===== src/indexed_meter_link_port_macros.svh =====
// assertion macros shared by the link port rtl
`ifndef INDEXED_METER_LINK_PORT_MACROS_SVH
`define INDEXED_METER_LINK_PORT_MACROS_SVH

// property checked in the same cycle as its condition
`define IMLP_ASSERT_NOW(label, cond, prop) \
    label: assert property (@(posedge i_clk) disable iff (!i_rst_n) (cond) |-> (prop)) \
        else $error("imlp check failed");

// property checked in the cycle after its condition
`define IMLP_ASSERT_NEXT(label, cond, prop) \
    label: assert property (@(posedge i_clk) disable iff (!i_rst_n) (cond) |=> (prop)) \
        else $error("imlp check failed");

`endif


===== src/imlp_pkg.sv =====
// types and constants of the indexed meter link port
package imlp_pkg;

    localparam logic [1:0] REQ_WRITE   = 2'd0;
    localparam logic [1:0] REQ_READ    = 2'd1;
    localparam logic [1:0] REQ_SERVICE = 2'd2;
    localparam logic [1:0] REQ_RELOAD  = 2'd3;

    localparam logic [1:0] CFG_DAILY_POINTS   = 2'd0;
    localparam logic [1:0] CFG_BONUS_POINTS   = 2'd1;
    localparam logic [1:0] CFG_GOOD_DAY_COUNT = 2'd2;
    localparam logic [1:0] CFG_DAYS_TO_BONUS  = 2'd3;

    localparam logic [7:0] IDX_WORD_LO = 8'h20;
    localparam logic [7:0] IDX_WORD_HI = 8'h27;
    localparam logic [7:0] IDX_FLAG_LO = 8'h31;
    localparam logic [7:0] IDX_FLAG_HI = 8'h32;
    localparam logic [7:0] IDX_PUT_LO  = 8'h60;
    localparam logic [7:0] IDX_PUT_HI  = 8'h67;
    localparam logic [7:0] IDX_EXT_LO  = 8'hE0;
    localparam logic [7:0] IDX_EXT_HI  = 8'hE2;
    localparam logic [7:0] IDX_SWALLOW = 8'hE1;

    localparam logic [2:0] PUT_BYTES     = 3'd4;
    localparam logic [2:0] SWALLOW_BYTES = 3'd6;
    localparam logic [4:0] SHIFT_TOP     = 5'd24;
    localparam logic [4:0] SHIFT_STEP    = 5'd8;
    localparam logic [6:0] YEAR_ZERO     = 7'd100;

    typedef struct packed {
        logic [1:0] req_type;
        logic [7:0] write_byte;
        logic [5:0] minute;
        logic [4:0] hour;
        logic [4:0] day_of_month;
        logic [3:0] month_index;
        logic [6:0] year_two_digit;
    } t_req;

    typedef struct packed {
        logic [7:0] read_byte;
        logic       irq_request;
        logic       irq_raise;
        logic       index_rejected;
    } t_result;

    typedef struct packed {
        logic [31:0] daily_points;
        logic [31:0] bonus_points;
        logic [31:0] good_day_count;
        logic [31:0] days_to_bonus;
    } t_defaults;

endpackage


===== src/imlp_core.sv =====
// index protocol state, data words and result register
`include "indexed_meter_link_port_macros.svh"

module imlp_core
    import imlp_pkg::*;
(
    input  logic      i_clk,
    input  logic      i_rst_n,
    input  logic      i_valid,
    input  t_req      i_req,
    input  t_defaults i_defaults,
    output logic      o_done,
    output t_result   o_result
);

    logic [7:0]  r_index;
    logic [31:0] r_words [8];
    logic [4:0]  r_shift;
    logic        r_pending;
    logic        r_reload;
    logic [2:0]  r_remaining;
    logic [31:0] r_param;
    logic        r_done;
    t_result     r_result;

    logic [7:0]  n_index;
    logic [31:0] n_words [8];
    logic [4:0]  n_shift;
    logic        n_pending;
    logic        n_reload;
    logic [2:0]  n_remaining;
    logic [31:0] n_param;
    t_result     n_result;

    logic        word_index;
    logic        put_index;
    logic        known_index;
    logic [31:0] sel_word;
    logic [31:0] shifted;
    logic [4:0]  day_packed;
    logic [6:0]  year_packed;
    logic [31:0] date_word;

    assign word_index = r_index inside {[IDX_WORD_LO:IDX_WORD_HI]};
    assign put_index  = r_index inside {[IDX_PUT_LO:IDX_PUT_HI]};
    assign known_index = i_req.write_byte inside {[IDX_WORD_LO:IDX_WORD_HI],
        [IDX_FLAG_LO:IDX_FLAG_HI], [IDX_PUT_LO:IDX_PUT_HI], [IDX_EXT_LO:IDX_EXT_HI]};

    assign sel_word = word_index ? r_words[r_index[2:0]] : 32'd0;
    assign shifted  = sel_word >> r_shift;

    // day of month zero wraps to 31, year zero stands for 100
    assign day_packed  = i_req.day_of_month - 5'd1;
    assign year_packed = (i_req.year_two_digit == 7'd0) ? YEAR_ZERO : i_req.year_two_digit;
    assign date_word   = {1'b0, year_packed, i_req.month_index, 3'b000, day_packed,
                          1'b0, i_req.hour, i_req.minute};

    always_comb begin
        n_index     = r_index;
        n_words     = r_words;
        n_shift     = r_shift;
        n_pending   = r_pending;
        n_reload    = r_reload;
        n_remaining = r_remaining;
        n_param     = r_param;
        n_result    = '0;
        case (i_req.req_type)
            REQ_WRITE: begin
                if (r_remaining != 3'd0) begin
                    // parameter byte, never checked as an index
                    n_param     = {r_param[23:0], i_req.write_byte};
                    n_remaining = r_remaining - 3'd1;
                    n_pending   = 1'b1;
                    n_reload    = 1'b1;
                    if (n_remaining == 3'd0 && put_index) begin
                        n_words[r_index[2:0]] = n_param;
                    end
                end else if (known_index) begin
                    n_index   = i_req.write_byte;
                    n_pending = 1'b1;
                    n_reload  = 1'b1;
                    if (i_req.write_byte == IDX_WORD_LO) begin
                        n_words[0] = date_word;
                    end else if (i_req.write_byte inside {[IDX_PUT_LO:IDX_PUT_HI]}) begin
                        n_param     = '0;
                        n_remaining = PUT_BYTES;
                    end else if (i_req.write_byte == IDX_SWALLOW) begin
                        n_param     = '0;
                        n_remaining = SWALLOW_BYTES;
                    end
                end else begin
                    n_index   = '0;
                    n_pending = 1'b0;
                    n_reload  = 1'b0;
                    n_result.index_rejected = 1'b1;
                end
            end
            REQ_READ: begin
                n_result.read_byte = shifted[7:0];
                if (r_shift != 5'd0) begin
                    n_pending = 1'b1;
                    n_shift   = r_shift - SHIFT_STEP;
                end
            end
            REQ_SERVICE: begin
                n_result.irq_raise = 1'b1;
                n_pending = 1'b0;
                if (r_reload) begin
                    n_shift  = word_index ? SHIFT_TOP : 5'd0;
                    n_reload = 1'b0;
                end
            end
            REQ_RELOAD: begin
                n_index     = '0;
                n_words     = '{default: 32'd0};
                n_words[1]  = i_defaults.daily_points;
                n_words[2]  = i_defaults.bonus_points;
                n_words[3]  = i_defaults.good_day_count;
                n_words[4]  = i_defaults.days_to_bonus;
                n_shift     = '0;
                n_pending   = 1'b0;
                n_reload    = 1'b0;
                n_remaining = '0;
                n_param     = '0;
            end
            default: begin
                n_result = '0;
            end
        endcase
        n_result.irq_request = n_pending;
    end

    always_ff @(posedge i_clk) begin
        if (!i_rst_n) begin
            r_index     <= '0;
            r_words     <= '{default: 32'd0};
            r_shift     <= '0;
            r_pending   <= 1'b0;
            r_reload    <= 1'b0;
            r_remaining <= '0;
            r_param     <= '0;
            r_done      <= 1'b0;
        end else begin
            r_done <= i_valid;
            if (i_valid) begin
                r_index     <= n_index;
                r_words     <= n_words;
                r_shift     <= n_shift;
                r_pending   <= n_pending;
                r_reload    <= n_reload;
                r_remaining <= n_remaining;
                r_param     <= n_param;
            end
        end
    end

    always_ff @(posedge i_clk) begin
        if (i_valid) begin
            r_result <= n_result;
        end
    end

    assign o_done   = r_done;
    assign o_result = r_result;

    `IMLP_ASSERT_NEXT(a_done_follows, i_valid, r_done)
    `IMLP_ASSERT_NOW(a_reject_clears_irq, r_done && r_result.index_rejected,
        !r_result.irq_request)
    `IMLP_ASSERT_NOW(a_raise_clears_irq, r_done && r_result.irq_raise, !r_result.irq_request)
    `IMLP_ASSERT_NOW(a_remaining_bound, 1'b1, r_remaining <= SWALLOW_BYTES)
    `IMLP_ASSERT_NOW(a_reload_needs_pending, r_reload, r_pending)

endmodule


===== src/indexed_meter_link_port.sv =====
// indexed meter link port: top level with request capture and configuration registers
//
// One request is taken in every clock cycle and busy never rises. Each request
// passes an input register and then the index logic into the result register,
// so its result shows on o_result with o_done behind both registers, one result
// per request and in request order. The receiver cannot stall and must take
// every result in its strobe cycle. The four default registers feed data
// words 1 to 4 only on a reload request; write them only while no request is
// in flight. No clearing pass follows reset.
module indexed_meter_link_port
    import imlp_pkg::*;
(
    input  logic        i_clk,
    input  logic        i_rst_n,
    input  logic        start,
    output logic        busy,
    input  t_req        i_req,
    output logic        o_done,
    output t_result     o_result,
    input  logic        i_cfg_valid,
    output logic        o_cfg_ready,
    input  logic [1:0]  i_cfg_index,
    input  logic [31:0] i_cfg_data
);

    logic      r_valid;
    t_req      r_req;
    t_defaults r_defaults;

    assign busy        = 1'b0;
    assign o_cfg_ready = 1'b1;

    always_ff @(posedge i_clk) begin
        if (!i_rst_n) begin
            r_valid <= 1'b0;
        end else begin
            r_valid <= start && !busy;
        end
    end

    always_ff @(posedge i_clk) begin
        if (start && !busy) begin
            r_req <= i_req;
        end
    end

    always_ff @(posedge i_clk) begin
        if (!i_rst_n) begin
            r_defaults <= '0;
        end else if (i_cfg_valid && o_cfg_ready) begin
            case (i_cfg_index)
                CFG_DAILY_POINTS:   r_defaults.daily_points   <= i_cfg_data;
                CFG_BONUS_POINTS:   r_defaults.bonus_points   <= i_cfg_data;
                CFG_GOOD_DAY_COUNT: r_defaults.good_day_count <= i_cfg_data;
                CFG_DAYS_TO_BONUS:  r_defaults.days_to_bonus  <= i_cfg_data;
                default: begin
                    r_defaults <= r_defaults;
                end
            endcase
        end
    end

    imlp_core u_core (
        .i_clk      (i_clk),
        .i_rst_n    (i_rst_n),
        .i_valid    (r_valid),
        .i_req      (r_req),
        .i_defaults (r_defaults),
        .o_done     (o_done),
        .o_result   (o_result)
    );

endmodule

===== config.mk =====
export PLATFORM = sky130hd
export DESIGN_NAME = indexed_meter_link_port
export DESIGN_NICKNAME = d
export VERILOG_FILES = /design/src/imlp_pkg.sv /design/src/imlp_core.sv /design/src/indexed_meter_link_port.sv
export VERILOG_INCLUDE_DIRS = /design/src /design/src/src
export SDC_FILE = /design/constraint.sdc
export NUM_CORES = 1
export LEC_CHECK = 0
export BUFFER_PORTS_ARGS = -buffer_cell sky130_fd_sc_hd__buf_2
export CORE_MARGIN = 2
export CORE_UTILIZATION = 39
export DETAILED_ROUTE_END_ITERATION = 6
export SETUP_SLACK_MARGIN = 0.02
export SLEW_MARGIN = 20
export SYNTH_ARGS = -nofsm -noshare
export SYNTH_HDL_FRONTEND = slang
export SYNTH_SLANG_ARGS = --single-unit

===== constraint.sdc =====
create_clock -name i_clk -period 5.58 [get_ports i_clk]
set_input_delay 0.837 -clock i_clk [delete_from_list [all_inputs] [get_ports i_clk]]
set_output_delay 0.837 -clock i_clk [all_outputs]
set_load 0.05 [all_outputs]

==> results of run 1 <==
## flip-flops by register name (all words and copies together), names as in the netlist
| name | cells |
|---|---|
| u_core.r_shift | 2 |
| u_core.r_words | 256 |
| u_core.r_pending | 1 |
| u_core.r_reload | 1 |
| u_core.r_index | 8 |
| u_core.r_remaining | 3 |
| r_valid | 1 |
| r_req | 37 |
| u_core.o_done | 1 |
| u_core.r_param | 24 |
| u_core.o_result | 11 |
| r_defaults | 128 |
## stage by stage
step | worst slack (ns) | hold slack (ns) | util (%) | instances
6_report | 2.27 | 0.400 | 44.3 | 3015
5_1_grt | 2.06 | 0.387 | 44.3 | 3015
4_1_cts | 1.85 | 0.388 | 44.3 | 3014
3_5_place_dp | 1.87 | 0.444 | 40.9 | 2919
2_1_floorplan | 3.18 | 0.427 | - | 2341
3_3_place_gp | 1.97 | 0.436 | 40.9 | 2919
## cell families (layout without fill, tap and decap cells)
| group | count (synthesis) | count (layout) | synth area share (%) |
|---|---|---|---|
| adders and majority gates | 9 | 9 | 0.539 |
| muxes | 66 | 66 | 4.09 |
| DFF | 473 | 473 | 47.7 |
| buffers and inverters | 251 | 237 | 4.97 |
| and+or+nand+nor | 797 | 797 | 16.1 |
| AOI/OAI and AO/OA | 739 | 739 | 26.5 |
| xor gates and xnor gates | 4 | 4 | 0.168 |
| other | 2 | 2 | 0.0360 |
## synth_stat cells (all sizes together), types with 4 or more instances
master | number | area share, %
a2111oi | 4 | 0.17
a211oi | 147 | 7.5
a21oi | 245 | 5.9
a221oi | 8 | 0.34
a22o | 23 | 0.96
a22oi | 104 | 3.7
a311oi | 4 | 0.20
buf | 60 | 1.5
clkbuf | 174 | 3.1
dfxtp | 425 | 41
edfxtp | 48 | 6.9
ha | 9 | 0.54
inv | 16 | 0.29
mux2 | 35 | 1.9
mux2i | 19 | 0.91
mux4 | 12 | 1.3
nand2 | 471 | 8.5
nand2b | 10 | 0.30
nand3 | 61 | 1.5
nand3b | 5 | 0.18
nor2 | 163 | 2.9
nor2b | 39 | 1.2
nor3 | 16 | 0.44
nor3b | 4 | 0.14
o21ai | 29 | 0.70
o221ai | 15 | 0.63
o22ai | 35 | 1.0
o32ai | 96 | 4.0
or3 | 7 | 0.21
or3b | 5 | 0.21
xor2 | 4 | 0.17
## worst reg2reg max path: cells and delay by family, from the launching register on
family,cells,cell delay [ns]
AO/OA/AOI/OAI,2,0.46
adder cells (fa/ha/maj),1,0.55
buffers and inverters,3,1.59
flip-flops,1,0.42
AND/OR/NAND/NOR,1,0.20
## layer usage
| layer | global-route usage [%] | vias to the layer above |
|---|---|---|
| met5 | 0 | - |
| met4 | 12.7 | 0 |
| met3 | 5.00 | 202 |
| met2 | 40.0 | 930 |
| met1 | 36.4 | 9148 |
| li1 | - | 8362 |
## final cells by class
type / instances / share of cell area, %
Clock inverter: 17 / 0.599
Clock buffer: 78 / 6.90
Inverter: 17 / 0.305
Tap cell: 688 / 3.68
Multi-Input combinational cell: 1617 / 42.7
Sequential cell: 473 / 42.6
Timing Repair Buffer: 125 / 3.21
## final timing paths
check,start,to,slack [ns]
worst max-delay path,r_req[35],u_core.r_words[176],2.27
worst min-delay path,i_req[3],r_req[3],0.40
worst max register to register,r_req[35],u_core.r_words[176],2.27
worst min register to register,u_core.r_param[9],u_core.r_param[9],0.45
## power groups by stage
| stage | combinational [mW] | clock, mW | sequential, mW |
|---|---|---|---|
| after CTS | 0.614 | 3.56 | 3.60 |
| final | 0.628 | 3.53 | 3.61 |
| after global placement | 0.598 | 0 | 3.68 |
| after global routing | 0.670 | 3.70 | 3.61 |
| after floorplan | 0.399 | 0 | 3.65 |
| after detailed placement | 0.611 | 0 | 3.68 |
==> flow_summary.toml, run 1 <==
[pwr]
power_mw = 7.76
switchingPower_mw = 1.97
p_seq_share_pct = 46.4
pwr-share-clk_pct = 45.5
irDropWorstVdd_v = 0.000214
cellLeakagePower_nw = 7.36
power.density_nw_per_um2 = 332
swShare_pct = 25.4
p_int_mw = 5.79
power_frac_comb_pct = 8.1

[timing]
finClkSkew_ns = 0.0178
maxSlewHeadroom_pct = 22.8
rsz0062_at_grt = "no"
min_period_ns = 3.31
max_freq_ghz = 0.302
finalSetupViolations = 0
worstMarginPinSlew_ns = 1.16
finalSetupTns_ns = 0
finalCritPeriodShare_pct = 59.3
finalHoldViolCount = 0
slew_violations = 0

[logic_synthesis]
async_flop_share_pct = 0
synth-seq-area-share_pct = 47.7
syn_inst = 2341
syn_area_per_cell_um2 = 8.92
ys_ff_latch = 473
synth_nets = 2425
syn-cell-area_um2 = 20900
synth_edf_count = 48
ys_types = 71
yosysWarnings = 0
synth_ff_type = "dfxtp_1"

[clocking]
ctsResizeCount = 0
clock_path_buffers = 3
cts_setup_buffers = 0
clk_latency_ns = 0.61
cts_made_buffers = 51
holdBufCountCts = 0
htree_levels = 2
path_clk_slew_ns = 0.06
cts_tree = "built"
clockRootBuffer = "clkbuf_16"
cts_sinks = 473

[worst_setup_path]
crit_cells = 7
cp-end-kind = "flop"
cp-start-kind = "flop"
cp_slowest_stage_delay_ns = 0.76
path_buf_inv = 3
slowest_stage = "buf_4"
path_class = "reg -> reg"
path_max_fanout = 64
path_cells = "ha_4 -> inv_1 -> buf_4 -> a211oi_4 -> buf_4 -> nor2_1 -> a211oi_2"
cpLargestDelayFamily = "buffers and inverters"
cp.required_ns = 6.09
arrival_ns = 3.82
worstRegToRegCells = 7
path_common_cell = "buf_4"

[final_layout]
nNetsFinal = 2369
layout_commonest_cell = "nand2_1"
multi_input_area_um2 = 9980
drive_gt1_share_pct = 16.4
area_growth_syn_to_layout_pct = 12.0
seqCellArea_um2 = 9960
fill_cells = 5179
most-common-layout-cells = "nand2_1 (471), dfxtp_1 (422), a21oi_1 (242), nor2_1 (159), a22oi_1 (104)"
fin_area_um2 = 23400
diodes = 0

[floorplan]
dieWidth_um = 235
start_util_pct = 39.6
ios = 89
dieArea_um2 = 55400
rows = 84
die_h_um = 235
core_um2 = 52800

[placement]
io_buffer_count = 86
place_congestion = 0.944
hpwl_mm = 48.1
placed_area_um2 = 21600

[job]
cap_violations = 0

[grt]
grt_antenna_before_repair = 6
grt_pass1_wl_mm = 113
grt_max_degree = 136
grt-ovfl-total = 0
track_usage_pct = 26.5
first_global_vias = 17500

[detailed_routing]
drtIter0Drc = 2122
dr_wl_met3_mm = 6.27
wl_met1_mm = 32.5
via_per_inst = 6.18
wirelength_mm = 75.7
wl_met2_mm = 33.0
num_vias = 18600
dr.pass1.iters = 6
route.detailed.drc = 0
wl_per_cell_um = 25.1
antenna_left = 0
top_layer = "met4"

[outcome]
outcome = "finished clean"

[hold_path]
min_path_cells = 1
hp-class = "in -> reg"
Power figures use the tool's default switching activity.
==> run 2: changes to the inputs <==
Clock period 5.58 ns to 2.98 ns, I/O delays scaled along.
==> run 2 against run 1 <==
  * Global-route usage increased by 0.47 points
  * Hold slack got worse by 0.37 ns
  * Wire length increased by 0.98%
  * Sequential share of layout area decreased by 1.6 points
  * Power increased by 88%
  * Maximum frequency increased by 13%
  * Utilization increased by 1.7 points
  * Setup slack got worse by 2.2 ns
  * Sequential power increased by 87%
  * Critical endpoint is now u_core.o_result[7]
==> flow_summary.toml, run 2 (same netlist as run 1, synthesis figures left out) <==
[outcome]
outcome = "finished clean"

[clocking]
cts_sinks = 473
cts_tree = "built"
path_clk_slew_ns = 0.06
clk_latency_ns = 0.60
cts_setup_buffers = 0
clock_path_buffers = 3
clockRootBuffer = "clkbuf_16"
cts_made_buffers = 50
htree_levels = 2

[grt]
first_global_vias = 17800
grt_max_degree = 135
grt_pass1_wl_mm = 115
grt_antenna_before_repair = 2
track_usage_pct = 27.0
grt-ovfl-total = 0

[timing]
finalSetupViolations = 0
maxSlewHeadroom_pct = 28.0
rsz0062_at_grt = "no"
max_freq_ghz = 0.343
finalCritPeriodShare_pct = 97.9
finalSetupTns_ns = 0
min_period_ns = 2.92
finalHoldViolCount = 0
worstMarginPinSlew_ns = 1.08
slew_violations = 0
finClkSkew_ns = 0.0204

[worst_setup_path]
cp.required_ns = 3.39
cp-end-kind = "flop"
path_max_fanout = 32
cp-start-kind = "flop"
path_class = "reg -> reg"
arrival_ns = 3.33

[final_layout]
layout_commonest_cell = "nand2_1"
fill_cells = 5098
fin_area_um2 = 24300
fin_cells = 3111
top_register = "u_core.r_words"
largest_reg_flops = 256
area_growth_syn_to_layout_pct = 16.3
nNetsFinal = 2468
most-common-layout-cells = "nand2_1 (471), dfxtp_1 (422), a21oi_1 (242), nor2_1 (159), buf_4 (115)"
drive_gt1_share_pct = 18.7
reg_top3 = "u_core.r_words (256), r_defaults (128), r_req (37)"

[pwr]
swShare_pct = 24.6
pwr-share-clk_pct = 45.3
power_frac_comb_pct = 8.5
p_int_mw = 11.0
irDropWorstVdd_v = 0.000495
switchingPower_mw = 3.60
power.density_nw_per_um2 = 602
p_seq_share_pct = 46.2
cellLeakagePower_nw = 7.86

[detailed_routing]
dr.pass1.iters = 6
wirelength_mm = 76.4
drtIter0Drc = 1987
via_per_inst = 6.06
antenna_left = 0
num_vias = 18900
route.detailed.drc = 0
wl_per_cell_um = 24.6

[placement]
place_congestion = 0.986
hpwl_mm = 52.1
io_buffer_count = 86
dp.cells = 3008
placed_area_um2 = 22400

[hold_path]
hp-class = "in -> reg"

[floorplan]
dieWidth_um = 235
ios = 89
core_um2 = 52800
rows = 84
die_h_um = 235
start_util_pct = 39.6
dieArea_um2 = 55400

[job]
cap_violations = 0
-- run 2: cell count changes in the layout (fill, tap and decap cells not counted), moves of 2 or more --
| cell | change |
|---|---|
| nor2_2 | +2 |
| buf_12 | +11 |
| clkinv_1 | +4 |
| clkbuf_16 | -3 |
| clkbuf_8 | -2 |
| dlygate4sd3_1 | +12 |
| clkbuf_1 | +3 |
| bufinv_16 | +4 |
| clkinv_2 | -11 |
| buf_4 | +77 |
| nor2_4 | -2 |
-- run 2: what timing repair did --
item | 4_1_cts | 5_1_grt
hold endpoints to repair | 12 | 0
hold buffers | 12 | 0
resized for setup | 0 | 1
endpoints found under the setup margin | 0 | 6
-- run 2: power by group through the flow --
| stage | clock [mW] | combinational, mW | sequential [mW] |
|---|---|---|---|
| 3_3_place_gp | 0 | 1.19 | 6.88 |
| 3_5_place_dp | 0 | 1.20 | 6.89 |
| 5_1_grt | 6.96 | 1.33 | 6.76 |
| 2_1_floorplan | 0 | 0.747 | 6.84 |
| 4_1_cts | 6.72 | 1.22 | 6.75 |
| 6_report | 6.62 | 1.24 | 6.75 |
-- run 2: metal layers --
layer  GRT usage [%]  vias to the layer above  share of wire [%]
met5               0                        -                  0
met4            13.0                        0                4.8
met3            4.95                      162                8.5
met2            39.9                      876                 43
met1            37.9                     9270                 44
li1                -                     8560                  -
-- run 2: worst max-delay path: stages, from the launching register on --
cell and delay, ns:
dfxtp_4 0.68, buf_4 0.29, or2_2 0.40, a2bb2oi_1 0.20, nor2_1 0.05, a2111oi_0 0.57, buf_4 0.24, o32a_1 0.27
-- run 2: final timing paths --
kind	start	end	slack [ns]	depth (start not counted)
hold reg to reg	u_core.r_param[10]	u_core.r_param[10]	0.45	2
setup reg to reg	u_core.r_index[2]	u_core.o_result[7]	0.06	7
setup / recovery	u_core.r_index[2]	u_core.o_result[7]	0.06	7
hold / removal	i_req[12]	r_req[12]	0.03	1
-- run 2: area by class of cell --
type | instances | area, um^2 | area share (%)
antenna | 1 | 2.50 | 0.0103
clock buffer | 77 | 1530 | 6.29
clock inverter | 13 | 213 | 0.876
inverter | 17 | 71.3 | 0.294
multi-input combinational | 1617 | 9970 | 41.1
sequential | 473 | 9960 | 41.0
tap | 688 | 861 | 3.55
timing repair buffer | 225 | 1670 | 6.88
-- run 2: stage by stage --
| stage | worst slack [ns] | power [mW] | utilization, % | hold slack (ns) |
|---|---|---|---|---|
| after floorplan | 0.582 | 7.58 | - | 0.427 |
| after global placement | 0.121 | 8.07 | 42.5 | 0.436 |
| after detailed placement | 0.149 | 8.09 | 42.5 | 0.444 |
| after CTS | 0.124 | 14.7 | 46.0 | 0.000583 |
| after global routing | 0.0639 | 15.1 | 46.0 | 0.0162 |
| final | 0.0612 | 14.6 | 46.0 | 0.0266 |
==> run 3: changes to the inputs <==
Settings changed: RECOVER_POWER from default to 100.
==> run 3 against run 2 <==
  * The flow now finishes with violations (capacitance limit, slew limit)
  * Sequential power about the same
  * Wire length about the same
  * Clock power about the same
==> flow_summary.toml, run 3 (same netlist as run 1, synthesis figures left out) <==
[final_layout]
layout_commonest_cell = "nand2_1"
nNetsFinal = 2468
top_register = "u_core.r_words"
diodes = 0
drive_gt1_share_pct = 16.4
area_growth_syn_to_layout_pct = 15.0
most-common-layout-cells = "nand2_1 (471), dfxtp_1 (422), a21oi_1 (245), nor2_1 (159), a22oi_1 (104)"
fin_area_um2 = 24000
largest_reg_flops = 256
reg_top3 = "u_core.r_words (256), r_defaults (128), r_req (37)"

[placement]
place_congestion = 0.986
hpwl_mm = 52.1
place_ws_ns = 0.149
placed_area_um2 = 22400
io_buffer_count = 86

[clocking]
cts_tree = "built"
htree_levels = 2
cts_sinks = 473
clk_latency_ns = 0.61
clockRootBuffer = "clkbuf_16"
cts_made_buffers = 50
cts_setup_buffers = 0
path_clk_slew_ns = 0.06
clock_path_buffers = 3

[timing]
finalCritPeriodShare_pct = 98.7
maxSlewHeadroom_pct = -44.3
finalSetupTns_ns = 0
min_period_ns = 2.94
finalHoldViolCount = 0
finClkSkew_ns = 0.0189
slew_violations = 171
rsz0062_at_grt = "no"
max_freq_ghz = 0.340
finalSetupViolations = 0
setup_ws_ns = 0.0378
worstMarginPinSlew_ns = 2.16

[worst_setup_path]
path_cells = "or2_1 -> buf_4 -> nor2_1 -> a211oi_1 -> o2111ai_1 -> a21oi_1"
path_max_fanout = 40
cp.required_ns = 3.33
path_class = "reg -> reg"
cp_slowest_stage_delay_ns = 0.76
cp-start-kind = "flop"
reg2reg_slack_ns = 0.04
arrival_ns = 3.30
slowest_stage = "dfxtp_4"
cp-end-kind = "flop"

[grt]
track_usage_pct = 27.0
grt_antenna_before_repair = 2
grt_pass1_wl_mm = 115
grt_max_degree = 135
grt-ovfl-total = 0
first_global_vias = 17800

[floorplan]
start_util_pct = 39.6
ios = 89
dieArea_um2 = 55400
rows = 84
dieWidth_um = 235
die_h_um = 235
core_um2 = 52800

[outcome]
outcome = "complete, but fails checks"
violations = "capacitance limit, slew limit"

[detailed_routing]
dr.pass1.iters = 6
antenna_left = 0
num_vias = 18900
drtIter0Drc = 2022
wirelength_mm = 76.5
via_per_inst = 6.09
wl_per_cell_um = 24.6
route.detailed.drc = 0

[pwr]
irDropWorstVdd_v = 0.000493
power.density_nw_per_um2 = 608
cellLeakagePower_nw = 7.74

[job]
cap_violations = 5

[hold_path]
hp-class = "in -> reg"
## run 3: cell types whose count changed in the layout (fill, tap and decap cells not counted), moves of 2 or more
cell / before / now
clkbuf_1: 12 / 33
a21oi_1: 242 / 245
buf_12: 13 / 11
buf_4: 115 / 102
buf_2: 85 / 68
or2_1: 0 / 2
a21oi_2: 2 / 0
a211oi_2: 84 / 58
clkbuf_2: 1 / 7
or2_2: 3 / 1
clkbuf_4: 0 / 5
a211oi_1: 60 / 87
## run 3: critical path: cells and delay by family, from the launching register on
family | cells | cell delay [ns]
AO/OA/AOI/OAI | 3 | 0.93
flip-flops | 1 | 0.76
AND/OR/NAND/NOR | 2 | 0.72
buffers and inverters | 1 | 0.27
## run 3: metal layers
metal	GRT usage, %	share of wire [%]	vias up
li1	-	-	8562
met2	39.9	43	881
met4	13.0	4.9	0
met1	37.9	44	9324
met3	4.95	8.4	171
met5	0	0	-
## run 3: worst paths after layout
| kind | from | endpoint | depth (start not counted) |
|---|---|---|---|
| worst max-delay path | u_core.r_index[1] | u_core.o_result[3] | 6 |
| worst min-delay path | i_req[12] | r_req[12] | 1 |
| worst max register to register | u_core.r_index[1] | u_core.o_result[3] | 6 |
| worst min register to register | r_defaults[98] | r_defaults[98] | 2 |
## run 3: power breakdown
part | internal (mW) | switching (mW) | leakage, nW | total [mW]
clock network | 4.02 | 2.60 | 0.850 | 6.63
logic | 0.373 | 0.837 | 2.99 | 1.21
registers | 6.61 | 0.148 | 3.91 | 6.75
total | 11.0 | 3.59 | 7.74 | 14.6
## run 3: final cells by class
cell class	count	area, um^2
Multi-Input combinational cell	1617	9780
Tap cell	688	861
Timing Repair Buffer	225	1590
Fill cell	5147	28800
Clock inverter	13	213
Inverter	17	71.3
Clock buffer	77	1530
Sequential cell	473	9960
## run 3: repair_timing
item                                   CTS  global route
hold buffers                            12             0
gates resized for setup                  0             1
endpoints found under the hold margin   12             0
setup endpoints to repair                0             6
## run 3: through the flow
| step | utilization, % | cells | power (mW) | hold WS, ns |
|---|---|---|---|---|
| detailed placement | 42.5 | 3008 | 8.09 | 0.444 |
| finish | 45.5 | 3110 | 14.6 | 0.0259 |
| floorplan | - | 2341 | 7.58 | 0.427 |
| CTS | 46.0 | 3110 | 14.7 | 0.000583 |
| global route | 45.5 | 3110 | 15.0 | 0.0162 |
| global placement | 42.5 | 3008 | 8.07 | 0.436 |
